===== src/rtl/esw_pkg.sv =====
// ----------------------------------------------------------------------------
// esw_pkg: shared types and constants of the event sensor word decoder
// Word header codes, the time scale of reference words and the job record
// that passes from the decoder to the event expander.
// ----------------------------------------------------------------------------
`default_nettype none

package esw_pkg;

   // Header field of a non-group word is b0 masked with this.
   localparam logic [7:0] HDR_MASK   = 8'h7C;
   localparam logic [7:0] HDR_COLUMN = 8'h04;
   localparam logic [7:0] HDR_REF    = 8'h08;

   // A reference word carries the long time in units of 1000 microseconds.
   localparam logic [9:0] REF_SCALE = 10'd1000;

   localparam logic KIND_PIXEL = 1'b0;
   localparam logic KIND_ERROR = 1'b1;

   // Work left for one accepted word: up to 16 pixel events or one error.
   typedef struct packed {
      logic [15:0] mask;      // upper byte is the upper row group
      logic        err;
      logic [5:0]  grp_lo;
      logic [6:0]  grp_hi;
      logic        pol_lo;
      logic        pol_hi;
      logic [9:0]  column;
      logic [31:0] rel_time;
   } job_type;

endpackage

`default_nettype wire


===== src/rtl/event_sensor_word_decoder.sv =====
// Path: the job of a word is held in the job register, and its results go from
// there into the result register. Throughput: one word per cycle while each word
// gives at most one result; a word with several results holds the input until
// its last result is emitted, and a stalled result side holds the input as well.
// Reset (synchronous) clears the timing state, the column and the sync flag.
// ----------------------------------------------------------------------------
// event_sensor_word_decoder: event sensor word decoder, top level
// Decodes sensor words into pixel events and timestamp order errors.
// ----------------------------------------------------------------------------
`default_nettype none

module event_sensor_word_decoder (
   input  wire logic        clock,
   input  wire logic        reset,
   input  wire logic        req_valid,
   output logic             req_ready,
   input  wire logic [31:0] req_word,
   input  wire logic        req_settle_elapsed,
   output logic             rsp_valid,
   input  wire logic        rsp_ready,
   output logic             rsp_kind,
   output logic [9:0]       rsp_pos_x,
   output logic [9:0]       rsp_pos_y,
   output logic             rsp_on_polarity,
   output logic [31:0]      rsp_rel_time,
   output logic             rsp_last
);
   import esw_pkg::*;

   job_type job;
   logic    can_load;
   logic    fire;

   assign req_ready = can_load;
   assign fire      = req_valid && can_load;

   esw_decode u_decode (
      .clock          (clock),
      .reset          (reset),
      .fire           (fire),
      .word           (req_word),
      .settle_elapsed (req_settle_elapsed),
      .job            (job)
   );

   esw_expand u_expand (
      .clock           (clock),
      .reset           (reset),
      .load            (fire),
      .job             (job),
      .can_load        (can_load),
      .rsp_valid       (rsp_valid),
      .rsp_ready       (rsp_ready),
      .rsp_kind        (rsp_kind),
      .rsp_pos_x       (rsp_pos_x),
      .rsp_pos_y       (rsp_pos_y),
      .rsp_on_polarity (rsp_on_polarity),
      .rsp_rel_time    (rsp_rel_time),
      .rsp_last        (rsp_last)
   );

endmodule

`default_nettype wire


===== src/rtl/esw_decode.sv =====
// ----------------------------------------------------------------------------
// esw_decode: word decoder and timing state
// Decodes one sensor word per beat, updates column, reference time, frame
// time and sync state, and forms the job for the event expander.
// ----------------------------------------------------------------------------
`default_nettype none

module esw_decode (
   input  wire logic              clock,
   input  wire logic              reset,
   input  wire logic              fire,
   input  wire logic [31:0]       word,
   input  wire logic              settle_elapsed,
   output esw_pkg::job_type       job
);
   import esw_pkg::*;

   logic [9:0]  column_ff,      column_in;
   logic [31:0] ref_time_ff,    ref_time_in;
   logic [31:0] frame_time_ff,  frame_time_in;
   logic [31:0] sync_offset_ff, sync_offset_in;
   logic [31:0] prev_frame_ff,  prev_frame_in;
   logic        synced_ff,      synced_in;

   logic [7:0]  b0, b1, b2, b3;
   logic [7:0]  header;
   logic [31:0] new_frame;
   logic        backward;
   logic [31:0] ref_value;

   assign b0 = word[31:24];
   assign b1 = word[23:16];
   assign b2 = word[15:8];
   assign b3 = word[7:0];
   assign header = b0 & HDR_MASK;

   assign new_frame = ref_time_ff + {22'd0, b1[4:0], b2[7:3]};
   assign backward  = new_frame < prev_frame_ff;
   assign ref_value = 32'({10'd0, b1[5:0], b2, b3} * {22'd0, REF_SCALE});

   always_comb begin
      column_in      = column_ff;
      ref_time_in    = ref_time_ff;
      frame_time_in  = frame_time_ff;
      sync_offset_in = sync_offset_ff;
      prev_frame_in  = prev_frame_ff;
      synced_in      = synced_ff;

      job          = '0;
      job.grp_lo   = b1[7:2];
      job.grp_hi   = {1'b0, b1[7:2]} + {2'b00, b0[6:2]};
      job.pol_lo   = b1[0];
      job.pol_hi   = b1[1];
      job.column   = column_ff;
      job.rel_time = frame_time_ff - sync_offset_ff;

      if (b0[7]) begin
         // Group word: events only once the time base is synced.
         if (synced_ff) begin
            job.mask = {b2, b3};
         end
      end else begin
         unique case (header)
            HDR_COLUMN: begin
               column_in = {b2[1:0], b3};
               if (b1[5]) begin
                  frame_time_in = new_frame;
                  prev_frame_in = new_frame;
                  // A backward step rebases; a first sync needs the settle time.
                  if (backward || (!synced_ff && settle_elapsed)) begin
                     sync_offset_in = new_frame;
                     synced_in      = 1'b1;
                  end
                  job.err = backward && synced_ff;
               end
            end
            HDR_REF: begin
               ref_time_in = ref_value;
            end
            default: begin
            end
         endcase
      end
   end

   always_ff @(posedge clock) begin
      if (reset) begin
         column_ff      <= '0;
         ref_time_ff    <= '0;
         frame_time_ff  <= '0;
         sync_offset_ff <= '0;
         prev_frame_ff  <= '0;
         synced_ff      <= 1'b0;
      end else if (fire) begin
         column_ff      <= column_in;
         ref_time_ff    <= ref_time_in;
         frame_time_ff  <= frame_time_in;
         sync_offset_ff <= sync_offset_in;
         prev_frame_ff  <= prev_frame_in;
         synced_ff      <= synced_in;
      end
   end

endmodule

`default_nettype wire


===== src/rtl/esw_expand.sv =====
// ----------------------------------------------------------------------------
// esw_expand: event expander and result register
// Holds the job of the last word and walks its row masks, lowest bit first,
// or gives its order error, one result per cycle into the result register while the result side does not stall.
// ----------------------------------------------------------------------------
`default_nettype none

module esw_expand (
   input  wire logic              clock,
   input  wire logic              reset,
   input  wire logic              load,
   input  wire esw_pkg::job_type  job,
   output logic                   can_load,
   output logic                   rsp_valid,
   input  wire logic              rsp_ready,
   output logic                   rsp_kind,
   output logic [9:0]             rsp_pos_x,
   output logic [9:0]             rsp_pos_y,
   output logic                   rsp_on_polarity,
   output logic [31:0]            rsp_rel_time,
   output logic                   rsp_last
);
   import esw_pkg::*;

   job_type     job_ff, job_in;
   logic        valid_ff, valid_in;
   logic        kind_ff, kind_in;
   logic [9:0]  x_ff, x_in;
   logic [9:0]  y_ff, y_in;
   logic        pol_ff, pol_in;
   logic [31:0] time_ff, time_in;
   logic        last_ff, last_in;

   logic        busy;
   logic        out_free;
   logic        emit;
   logic [3:0]  idx;
   logic [15:0] rest;
   logic        final_beat;

   assign busy     = (|job_ff.mask) || job_ff.err;
   assign out_free = !valid_ff || rsp_ready;
   assign emit     = busy && out_free;

   // Lowest set bit of the pending mask.
   always_comb begin
      idx = '0;
      for (int i = 15; i >= 0; i--) begin
         if (job_ff.mask[i]) begin
            idx = 4'(i);
         end
      end
   end

   assign rest       = job_ff.mask & (job_ff.mask - 16'd1);
   assign final_beat = job_ff.err || (rest == '0);
   assign can_load   = !busy || (out_free && final_beat);

   always_comb begin
      job_in = job_ff;
      if (load) begin
         job_in = job;
      end else if (emit) begin
         job_in.mask = rest;
         job_in.err  = 1'b0;
      end

      valid_in = valid_ff;
      kind_in  = kind_ff;
      x_in     = x_ff;
      y_in     = y_ff;
      pol_in   = pol_ff;
      time_in  = time_ff;
      last_in  = last_ff;
      if (emit) begin
         valid_in = 1'b1;
         last_in  = final_beat;
         if (job_ff.err) begin
            kind_in = KIND_ERROR;
            x_in    = '0;
            y_in    = '0;
            pol_in  = 1'b0;
            time_in = '0;
         end else begin
            kind_in = KIND_PIXEL;
            x_in    = job_ff.column;
            time_in = job_ff.rel_time;
            if (idx[3]) begin
               y_in   = {job_ff.grp_hi, idx[2:0]};
               pol_in = job_ff.pol_hi;
            end else begin
               y_in   = {1'b0, job_ff.grp_lo, idx[2:0]};
               pol_in = job_ff.pol_lo;
            end
         end
      end else if (rsp_ready) begin
         valid_in = 1'b0;
      end
   end

   // Only the work flags and the result valid need a reset; the payload
   // registers are don't-care until a beat marks them valid.
   always_ff @(posedge clock) begin
      if (reset) begin
         job_ff.mask <= '0;
         job_ff.err  <= 1'b0;
         valid_ff    <= 1'b0;
      end else begin
         job_ff.mask <= job_in.mask;
         job_ff.err  <= job_in.err;
         valid_ff    <= valid_in;
      end
      job_ff.grp_lo   <= job_in.grp_lo;
      job_ff.grp_hi   <= job_in.grp_hi;
      job_ff.pol_lo   <= job_in.pol_lo;
      job_ff.pol_hi   <= job_in.pol_hi;
      job_ff.column   <= job_in.column;
      job_ff.rel_time <= job_in.rel_time;
      kind_ff         <= kind_in;
      x_ff            <= x_in;
      y_ff            <= y_in;
      pol_ff          <= pol_in;
      time_ff         <= time_in;
      last_ff         <= last_in;
   end

   assign rsp_valid       = valid_ff;
   assign rsp_kind        = kind_ff;
   assign rsp_pos_x       = x_ff;
   assign rsp_pos_y       = y_ff;
   assign rsp_on_polarity = pol_ff;
   assign rsp_rel_time    = time_ff;
   assign rsp_last        = last_ff;

endmodule

`default_nettype wire


===== config.mk =====
export PLATFORM = sky130hd
export DESIGN_NAME = event_sensor_word_decoder
export DESIGN_NICKNAME = d
export VERILOG_FILES = /design/src/rtl/esw_pkg.sv /design/src/rtl/event_sensor_word_decoder.sv /design/src/rtl/esw_decode.sv /design/src/rtl/esw_expand.sv
export SDC_FILE = /design/constraint.sdc
export NUM_CORES = 1
export LEC_CHECK = 0
export ABC_AREA = 1
export BUFFER_PORTS_ARGS = -buffer_cell sky130_fd_sc_hd__clkbuf_2
export CAP_MARGIN = 20
export CORE_MARGIN = 1.5
export CORE_UTILIZATION = 40
export CTS_CLUSTER_SIZE = 10
export DETAILED_ROUTE_END_ITERATION = 8
export MAX_ROUTING_LAYER = met4
export PLACE_DENSITY_LB_ADDON = 0.3
export SLEW_MARGIN = 5
export SYNTH_ARGS = -nofsm -noshare
export SYNTH_HDL_FRONTEND = slang
export SYNTH_HIERARCHICAL = 1
export SYNTH_SLANG_ARGS = --single-unit

===== constraint.sdc =====
create_clock -name clock -period 6.9 [get_ports clock]
set_input_delay 1.38 -clock clock [delete_from_list [all_inputs] [get_ports clock]]
set_output_delay 1.38 -clock clock [all_outputs]
set_load 0.005 [all_outputs]

## Word-level counts from Yosys, hierarchy flattened

Index checks and enable logic that the tools add are counted.

- Add/subtract/negate cells: 4
- Mux-type cells: 28
- Eq/ne operators: 2
- $lt $le $gt $ge: 1
- Reductions and logical operators: 22
- Multiply operators: 1
- Bitwise logic cells: 3

Operators by type and width:

| kind | number |
|---|---|
| 2-to-1 mux 4 bit | 16 |
| 2-to-1 mux 17 bit | 2 |
| adder 32 x 10 -> 32 bit | 1 |
| less-than comparator 32 bit | 1 |
| 2-to-1 mux 16 bit | 2 |
| subtractor 32 bit | 1 |
| multiplier 22 x 7 -> 29 bit, second input constant | 1 |
| AND 16 bit | 1 |
| logical NOT 16 bit | 1 |
| OR reduction 16 bit | 1 |
| subtractor 16 x 1 -> 16 bit, second input constant | 1 |
| 2-to-1 mux 9 bit | 1 |
| adder 6 x 5 -> 7 bit | 1 |
| 2-to-1 mux 1 bit | 7 |
| AND reduction 3 bit | 2 |
| == test 5 x 1 -> 1 bit, second input constant | 1 |
| == test 5 x 2 -> 1 bit, second input constant | 1 |
| logical AND 1 bit | 5 |
| logical OR 1 bit | 5 |
| AND reduction 5 bit | 1 |
| AND reduction 4 bit | 1 |
| nonzero test 2 bit | 2 |
| logical NOT 1 bit | 3 |
| inverter 1 bit | 2 |
| OR reduction 2 bit | 1 |

- Input bits: 37
- Word-level logic and storage cells: 82
- Register bits: 234
- Output and inout port bits: 57

## Logic depth before layout (Yosys ltp)

Gate-level depths: netlist (run 1).

- Word-level depth: 18
- Gate-level depth with buffers: 28
- Depth with buffers taken out: 26

## Cells and area by module

Netlist (run 1), hierarchy kept.

Modules (own cells, without submodules):

| module | area an instance (um^2) | instances | sequential area each (um^2) | cells each |
|---|---|---|---|---|
| esw_decode | 11668.7 | 1 | 2082.0 | 1664 |
| esw_expand | 5024.8 | 1 | 3723.6 | 405 |
| event_sensor_word_decoder | 7.5 | 1 | 0.0 | 2 |

## Worst setup path before layout (run 1)

Ideal clock, no wire load.

- Path kind: input port to flip-flop
- Start: input port req_word[0]
- End: register u_decode.ref_time_ff[28]
- Path slack: 1.889 ns
- Library setup time: 0.115 ns
- Required time: 6.785 ns
- Stages: 16
- Data arrival time: 4.895 ns
- Path buffers: 0
- Cell sequence: fa_1 -> fa_1 -> inv_1 -> fa_1 -> fa_1 -> inv_1 -> ha_1 -> a21oi_1 -> nand2_1 -> a21boi_0 -> nor3_1 -> nand3b_1 -> nand2_1 -> nand2_1 -> o21ai_0 -> inv_1

- Word-level cells in the longest chain between the ends: 1

RTL lines:

| what | RTL line | text |
|---|---|---|
| from (decl) | event_sensor_word_decoder.sv:17 | `input wire logic [31:0] req_word,` |
| multiplier 22 x 7 -> 29 bit | esw_decode.sv:39 | `assign ref_value = 32'({10'd0, b1[5:0], b2, b3} * {22'd0, REF_SCALE});` |
| to (signal assigned) | esw_decode.sv:96 | `ref_time_ff <= ref_time_in;` |
| to (decl) | esw_decode.sv:19 | `logic [31:0] ref_time_ff, ref_time_in;` |

Every way passes these cells.
A chain may end at the register's enable or synchronous reset.

## Final worst setup path (run 1)

- Start: input port req_word[1]
- End: register u_decode.ref_time_ff[28]

The elaborated chain is that of the path after synthesis.

==> results.cfg, run 1 <==
[outcome]
status = finished, violations left
violations = design-rule violations

[critical_path]
worst_path_dominant_cell_family = adder cells
start_kind = input pin
crit_path_top_delay_cell = fa_1
cp_cell_sequence = clkbuf_2 > fa_1 > fa_1 > inv_1 > fa_1 > fa_1 > inv_1 > ha_1 > a21oi_1 > nand2_1 > a21boi_0 > nor3_1 > nand3b_1 > nand2_1 > nand2_1 > o21ai_0 > inv_1
cp.required_ps = 7320
end_kind = flip-flop
critPathBufInv = 4
crit_arrival_ps = 5740
cp_slowest_stage_delay_ps = 540
cpMostUsedCell = fa_1
cp_max_fo = 5
worstSetupPathType = input pin to flip-flop

[route]
drt-initial-drc-count = 863
wl_per_cell_um = 15.4
num_vias = 13258
ant_nets = 0
wl_um = 41500
first_pass_iters = 7
route.detailed.drc = 9
viasPerCell = 4.92

[synth]
async_flop_share_pct = 0
yosysMostFrequentCell = inv_1
synth_warnings = 6
synth_cell_types = 53
syn_area_per_cell_um2 = 8.06
ys_seq_elements = 234
synth_edf_count = 112
synth_ff_type = dfxtp_1
synth_nets = 2328
synth_area_um2 = 16700
synth_area_leader_cell = edfxtp_1
synth_common_cells = inv_1, nand2_1, nor2_1, a21oi_1, ha_1
yosysTopAreaCellShare_pct = 20.1
ys_top_cells_by_area = edfxtp_1, dfxtp_1, ha_1, fa_1, inv_1
ys_seq_area_share_pct = 34.8
syn_inst = 2071

[floorplan]
core_area_um2 = 41000
dieArea_um2 = 43000
die_w_um = 207
num_rows = 74
start_util_pct = 40.7
ios = 94
die_y_um = 207

[timing]
skew_ps = 8.57
maxSlewViolCount = 0
tns_ps = 0
rsz0062_at_grt = no
worstMarginPinSlew_ps = 1030
max_freq_ghz = 0.188
relSlewSlack_pct = 31.3
hold_violations = 0
layout_setup_ws_ps = 1580
period_minus_slack_ps = 5320
fin_crit_sh_pct = 77.1
setup_viol = 0

[layout]
drive_above_1_share_pct = 8.04
utilization_pct = 44.8
final_cells = 2696
diodes = 0
area_growth_pct = 10.1
nNetsFinal = 2405

[global_route]
grt_start_max_net_pins = 75
grt_use_total_pct = 20.2
antenna_found_initial = 0
grt_pass1_wl_um = 67900
grt_pass1_vias = 13095
grt_overflow = 0

[placed_design]
pre_cts_ws_ps = 1040
dp_cells = 2650
hpwl_um = 33200
gp_congestion = 0.933
io_buffers = 91

[power_and_ir_drop]
power.total_w = 0.00634
p_leak_nw = 9.13
power_density_nw_per_um2 = 345
vdd_drop_max_mv = 0.168

[run]
cap_violations = 0

[clocking]
cts.clk_slew.worst_paths_ps = 60
clkLatencyLatePin_ps = 540
root_buffer = clkbuf_16
clockBufferDepth = 3
cts_max_level = 1
cts_resized = 0
clock-sinks = 234
post_cts_buffers = 0
hold_buffers = 0
cts_buffers = 27
cts_tree = done

[hold_path]
hp-class = flip-flop to flip-flop
-- stage by stage --
stage / hold slack [ps] / cell area [um^2]
finish: 442 / 18400
global route: 450 / 18400
CTS: 437 / 18400
detailed placement: 425 / 17600
global placement: 417 / 17600
floorplan: 403 / 16700
-- logic make-up after synthesis --
| kind of cell | synth area share (%) |
|---|---|
| flip-flops | 34.8 |
| buffers and inverters | 11.0 |
| AND/OR/NAND/NOR | 18.2 |
| AO/OA/AOI/OAI | 12.1 |
| adder cells (fa/ha/maj) | 20.1 |
| XOR/XNOR | 3.71 |
-- path summary, 6_finish.rpt --
| check | from | end | slack (ps) | cells after the start |
|---|---|---|---|---|
| max reg2reg | u_decode/ref_time_ff[3] | u_decode/sync_offset_ff[23] | 2310 | 25 |
| min reg2reg | u_decode/column_ff[2] | u_expand/job_ff[34] | 440 | 0 |
| min | u_decode/column_ff[2] | u_expand/job_ff[34] | 440 | 0 |
| max | req_word[1] | u_decode/ref_time_ff[28] | 1580 | 17 |
-- worst register-to-register path: stages, from the launching register on --
cell and delay [ps]:
dfxtp_1 330, ha_1 200, inv_1 70, fa_1 390, inv_1 70, nand3_1 80, nand2_2 130, a21oi_2 90
o21ai_4 240, nand2_1 140, xor2_1 290, inv_1 100, ha_1 310, nand2_1 60, inv_1 60, nand3_1 90
nor3_1 140, nand2_1 70, nand2_1 110, nand2_1 70, nand2_1 210, nand2_2 280, nand2_2 660, nand2_1 150
nand2_1 90, nor2_1 40
-- cell type report --
cell class / instances / area (um^2)
clock inverters: 2 / 13.8
multi-input cells: 1365 / 9050
repair buffers: 97 / 520
inverters: 423 / 1600
well taps: 532 / 666
flip-flops and latches: 234 / 5810
fillers: 4100 / 22600
clock buffers: 43 / 736
-- cells in the final DEF (no fill, tap or decap), types with 24 or more instances in the layout --
cell type / n
xor2_1: 44
ha_1: 139
dfxtp_1: 121
o21ai_0: 113
edfxtp_1: 112
nor2_1: 212
fa_1: 81
clkbuf_16: 27
nand3_1: 67
a21oi_1: 161
inv_1: 417
nand2_1: 351
nor3_1: 24
clkbuf_2: 91
-- state kept, by name, indices dropped and copies added (netlist names) --
name	flops
u_expand/job_ff	74
u_decode/prev_frame_ff	32
u_decode/sync_offset_ff	32
u_expand/rsp_rel_time	32
u_decode/ref_time_ff	29
u_decode/column_ff	10
u_expand/rsp_pos_x	10
u_expand/rsp_pos_y	10
u_decode/synced_ff	1
u_expand/rsp_kind	1
u_expand/rsp_last	1
u_expand/rsp_on_polarity	1
u_expand/rsp_valid	1
-- layer usage --
metal	GRT usage, %	up-vias	part of all wire (%)
li1	-	6777	-
met1	27.2	6161	49
met2	31.7	266	44
met3	2.38	54	4.2
met4	6.21	0	2.8
met5	-	-	0
-- power breakdown --
part           internal [W]  switching (W)
registers           0.00194      0.0000967
clock network      0.000721       0.000539
logic               0.00103        0.00201
Note: power is estimated with default switching activity, not from simulation.
==> run 2, diff against run 1 <==
ABC_AREA = 0   (was 1)
clock period = 4.3 ns   (was 6.9 ns; I/O delays follow)
==> run 2 against run 1 <==
The run ends with negative setup slack left. Cell count decreased by 9.2%. Worst hold slack got worse by 15 ps. Clock skew increased by 3.7 ps. Clock power increased by 70%. Cell area increased by 10%. Total power increased by 56%. Highest routed layer unchanged.
==> results.cfg, run 2 <==
[outcome]
status = finished, violations left
violations = negative setup slack

[timing]
skew_ps = 12.2
rsz0062_at_grt = yes
worstMarginPinSlew_ps = 910
period_minus_slack_ps = 4420
layout_setup_ws_ps = -120
fin_crit_sh_pct = 103
relSlewSlack_pct = 39.3
setup_viol = 26
maxSlewViolCount = 0
hold_violations = 0
max_freq_ghz = 0.226
tns_ps = -1320

[placed_design]
dp_cells = 2369
io_buffers = 91
pre_cts_ws_ps = -817
gp_congestion = 0.877
hpwl_um = 29500

[global_route]
grt_use_total_pct = 19.3
antenna_found_initial = 2
grt_pass1_vias = 12439
grt_start_max_net_pins = 64
grt_pass1_wl_um = 62600
grt_overflow = 0

[clocking]
clock-sinks = 234
cts_tree = done
clkLatencyLatePin_ps = 540
cts.clk_slew.worst_paths_ps = 60
root_buffer = clkbuf_16
clockBufferDepth = 3
cts_max_level = 1
cts_buffers = 28

[power_and_ir_drop]
power_density_nw_per_um2 = 486
vdd_drop_max_mv = 0.294
power.total_w = 0.00986
p_leak_nw = 8.55

[layout]
area_growth_pct = 28.1
utilization_pct = 52.3
nNetsFinal = 2167
final_cells = 2449
multi_input_area_um2 = 9800
largest_reg_flops = 74
drive_above_1_share_pct = 27.3
seq_area_um2 = 5810
regMostFlops = u_expand/job_ff
final_common_cell = buf_4
final_cell_mix = buf_4, inv_1, dfxtp_1, nand2_1, ha_1
num-fill-cells = 3476

[hold_path]
hp-class = flip-flop to flip-flop

[synth]
synth_cell_types = 74
synth_ff_type = dfxtp_1
ys_seq_elements = 234
synth_warnings = 6
synth_common_cells = inv_1, ha_1, nand2_1, dfxtp_1, a21oi_1
syn_inst = 1639
synth_edf_count = 112
async_flop_share_pct = 0
ys_top_cells_by_area = edfxtp_1, dfxtp_1, ha_1, fa_1, inv_1
yosysTopAreaCellShare_pct = 21.2
synth_area_leader_cell = edfxtp_1
synth_area_um2 = 15800
ys_seq_area_share_pct = 36.6
yosysMostFrequentCell = inv_1
syn_area_per_cell_um2 = 9.67
synth_nets = 1896

[route]
wl_per_cell_um = 15.6
drt-initial-drc-count = 673
ant_nets = 0
first_pass_iters = 5
route.detailed.drc = 0
viasPerCell = 5.08
wl_um = 38100
num_vias = 12451

[critical_path]
cp_cell_sequence = buf_8 > clkinvlp_4 > buf_12 > fa_2 > nor2b_2 > o21ai_2 > a21bo_2 > a21oi_4 > buf_6 > nand4_1 > xor2_1 > inv_1 > ha_4 > a21o_1 > a21o_1 > a221oi_2 > o21a_1 > nor2_2 > a311oi_4 > buf_6 > buf_12 > buf_12 > nor2_4 > a211oi_2
r2r_end = u_decode/sync_offset_ff[19]
ff2ff_setup_slack_ps = -40
cpMostUsedCell = buf_12
r2r_cells = 23
cp_max_fo = 8
start_kind = input pin
worstSetupPathType = input pin to flip-flop
end_kind = flip-flop
crit_arrival_ps = 4870
cp_slowest_stage_delay_ps = 340
r2r-start = u_decode/ref_time_ff[3]
cp.required_ps = 4740
critPathLaunch = req_word[15]
endpoint = u_decode/sync_offset_ff[19]
crit_path_top_delay_cell = fa_2

[floorplan]
dieArea_um2 = 40800
start_util_pct = 40.8
core_area_um2 = 38800
num_rows = 72
die_y_um = 202
ios = 94
die_w_um = 202

[run]
cap_violations = 0
[run 2: how the worst min path moves through the flow]
stage                                to                  start  depth (start not counted)
detailed placement  u_expand/job_ff[40]  u_decode/column_ff[8]                          0
floorplan             u_expand/rsp_kind    u_expand/job_ff[57]                          0
global route        u_expand/job_ff[34]  u_decode/column_ff[2]                          0
CTS                 u_expand/job_ff[40]  u_decode/column_ff[8]                          0
finish              u_expand/job_ff[40]  u_decode/column_ff[8]                          0
global placement    u_expand/job_ff[40]  u_decode/column_ff[8]                          0
[run 2: logic make-up (layout without fill, tap and decap cells)]
family                   count (synthesis)  count (layout)  synth area share [%]
adder cells (fa/ha/maj)                222             222                  21.3
AND/OR/NAND/NOR                        445             445                  14.0
AO/OA/AOI/OAI                          354             354                  15.3
buffers and inverters                  288             579                  7.30
other                                    0               1                     0
flip-flops                             234             234                  36.6
XOR/XNOR                                79              79                  4.37
multiplexers                            17              17                  1.07
[run 2: power breakdown]
part | internal [W] | switching, W
combinational | 0.00274 | 0.00257
clock | 0.00128 | 0.000864
sequential | 0.00239 | 0.0000175
total | 0.00642 | 0.00345
[run 2: per-layer routing]
layer / global-route usage [%] / vias to the layer above / wire, um
met3: 1.90 / 45 / 1520
met1: 26.1 / 5974 / 17900
met4: 4.13 / 0 / 552
met5: - / - / 0
met2: 31.5 / 222 / 18100
li1: - / 6210 / -
[run 2: final cells by class]
type	instances	area share (%)
multi-input cells	1117	48.3
flip-flops and latches	234	28.6
repair buffers	307	11.5
inverters	222	4.31
clock buffers	49	4.04
well taps	518	3.19
clock inverters	1	0.0432
diodes	1	0.0123
[run 2: repair_timing]
action / 4_1_cts / 5_1_grt
buffers inserted: 14 / 13
setup endpoints to repair: 43 / 52
gates cloned: 2 / 1
pin swaps: 30 / 62
resized for setup: 44 / 111
hold buffers: 0 / 0
endpoints found under the hold margin: 0 / 0
[run 2: metrics by stage]
| stage | cell area [um^2] | hold WS [ps] |
|---|---|---|
| after floorplan | 16400 | 406 |
| after global placement | 18500 | 416 |
| after detailed placement | 18500 | 419 |
| after CTS | 19800 | 431 |
| after global routing | 20300 | 453 |
| final | 20300 | 427 |
[run 2: worst max-delay path, delay by kind of cell]
family	cells	cell delay (ps)
and+or+nand+nor	4	340
xor gates and xnor gates	1	260
buffers and inverters	8	1100
AOI/OAI and AO/OA	9	1710
adders and majority gates	2	570
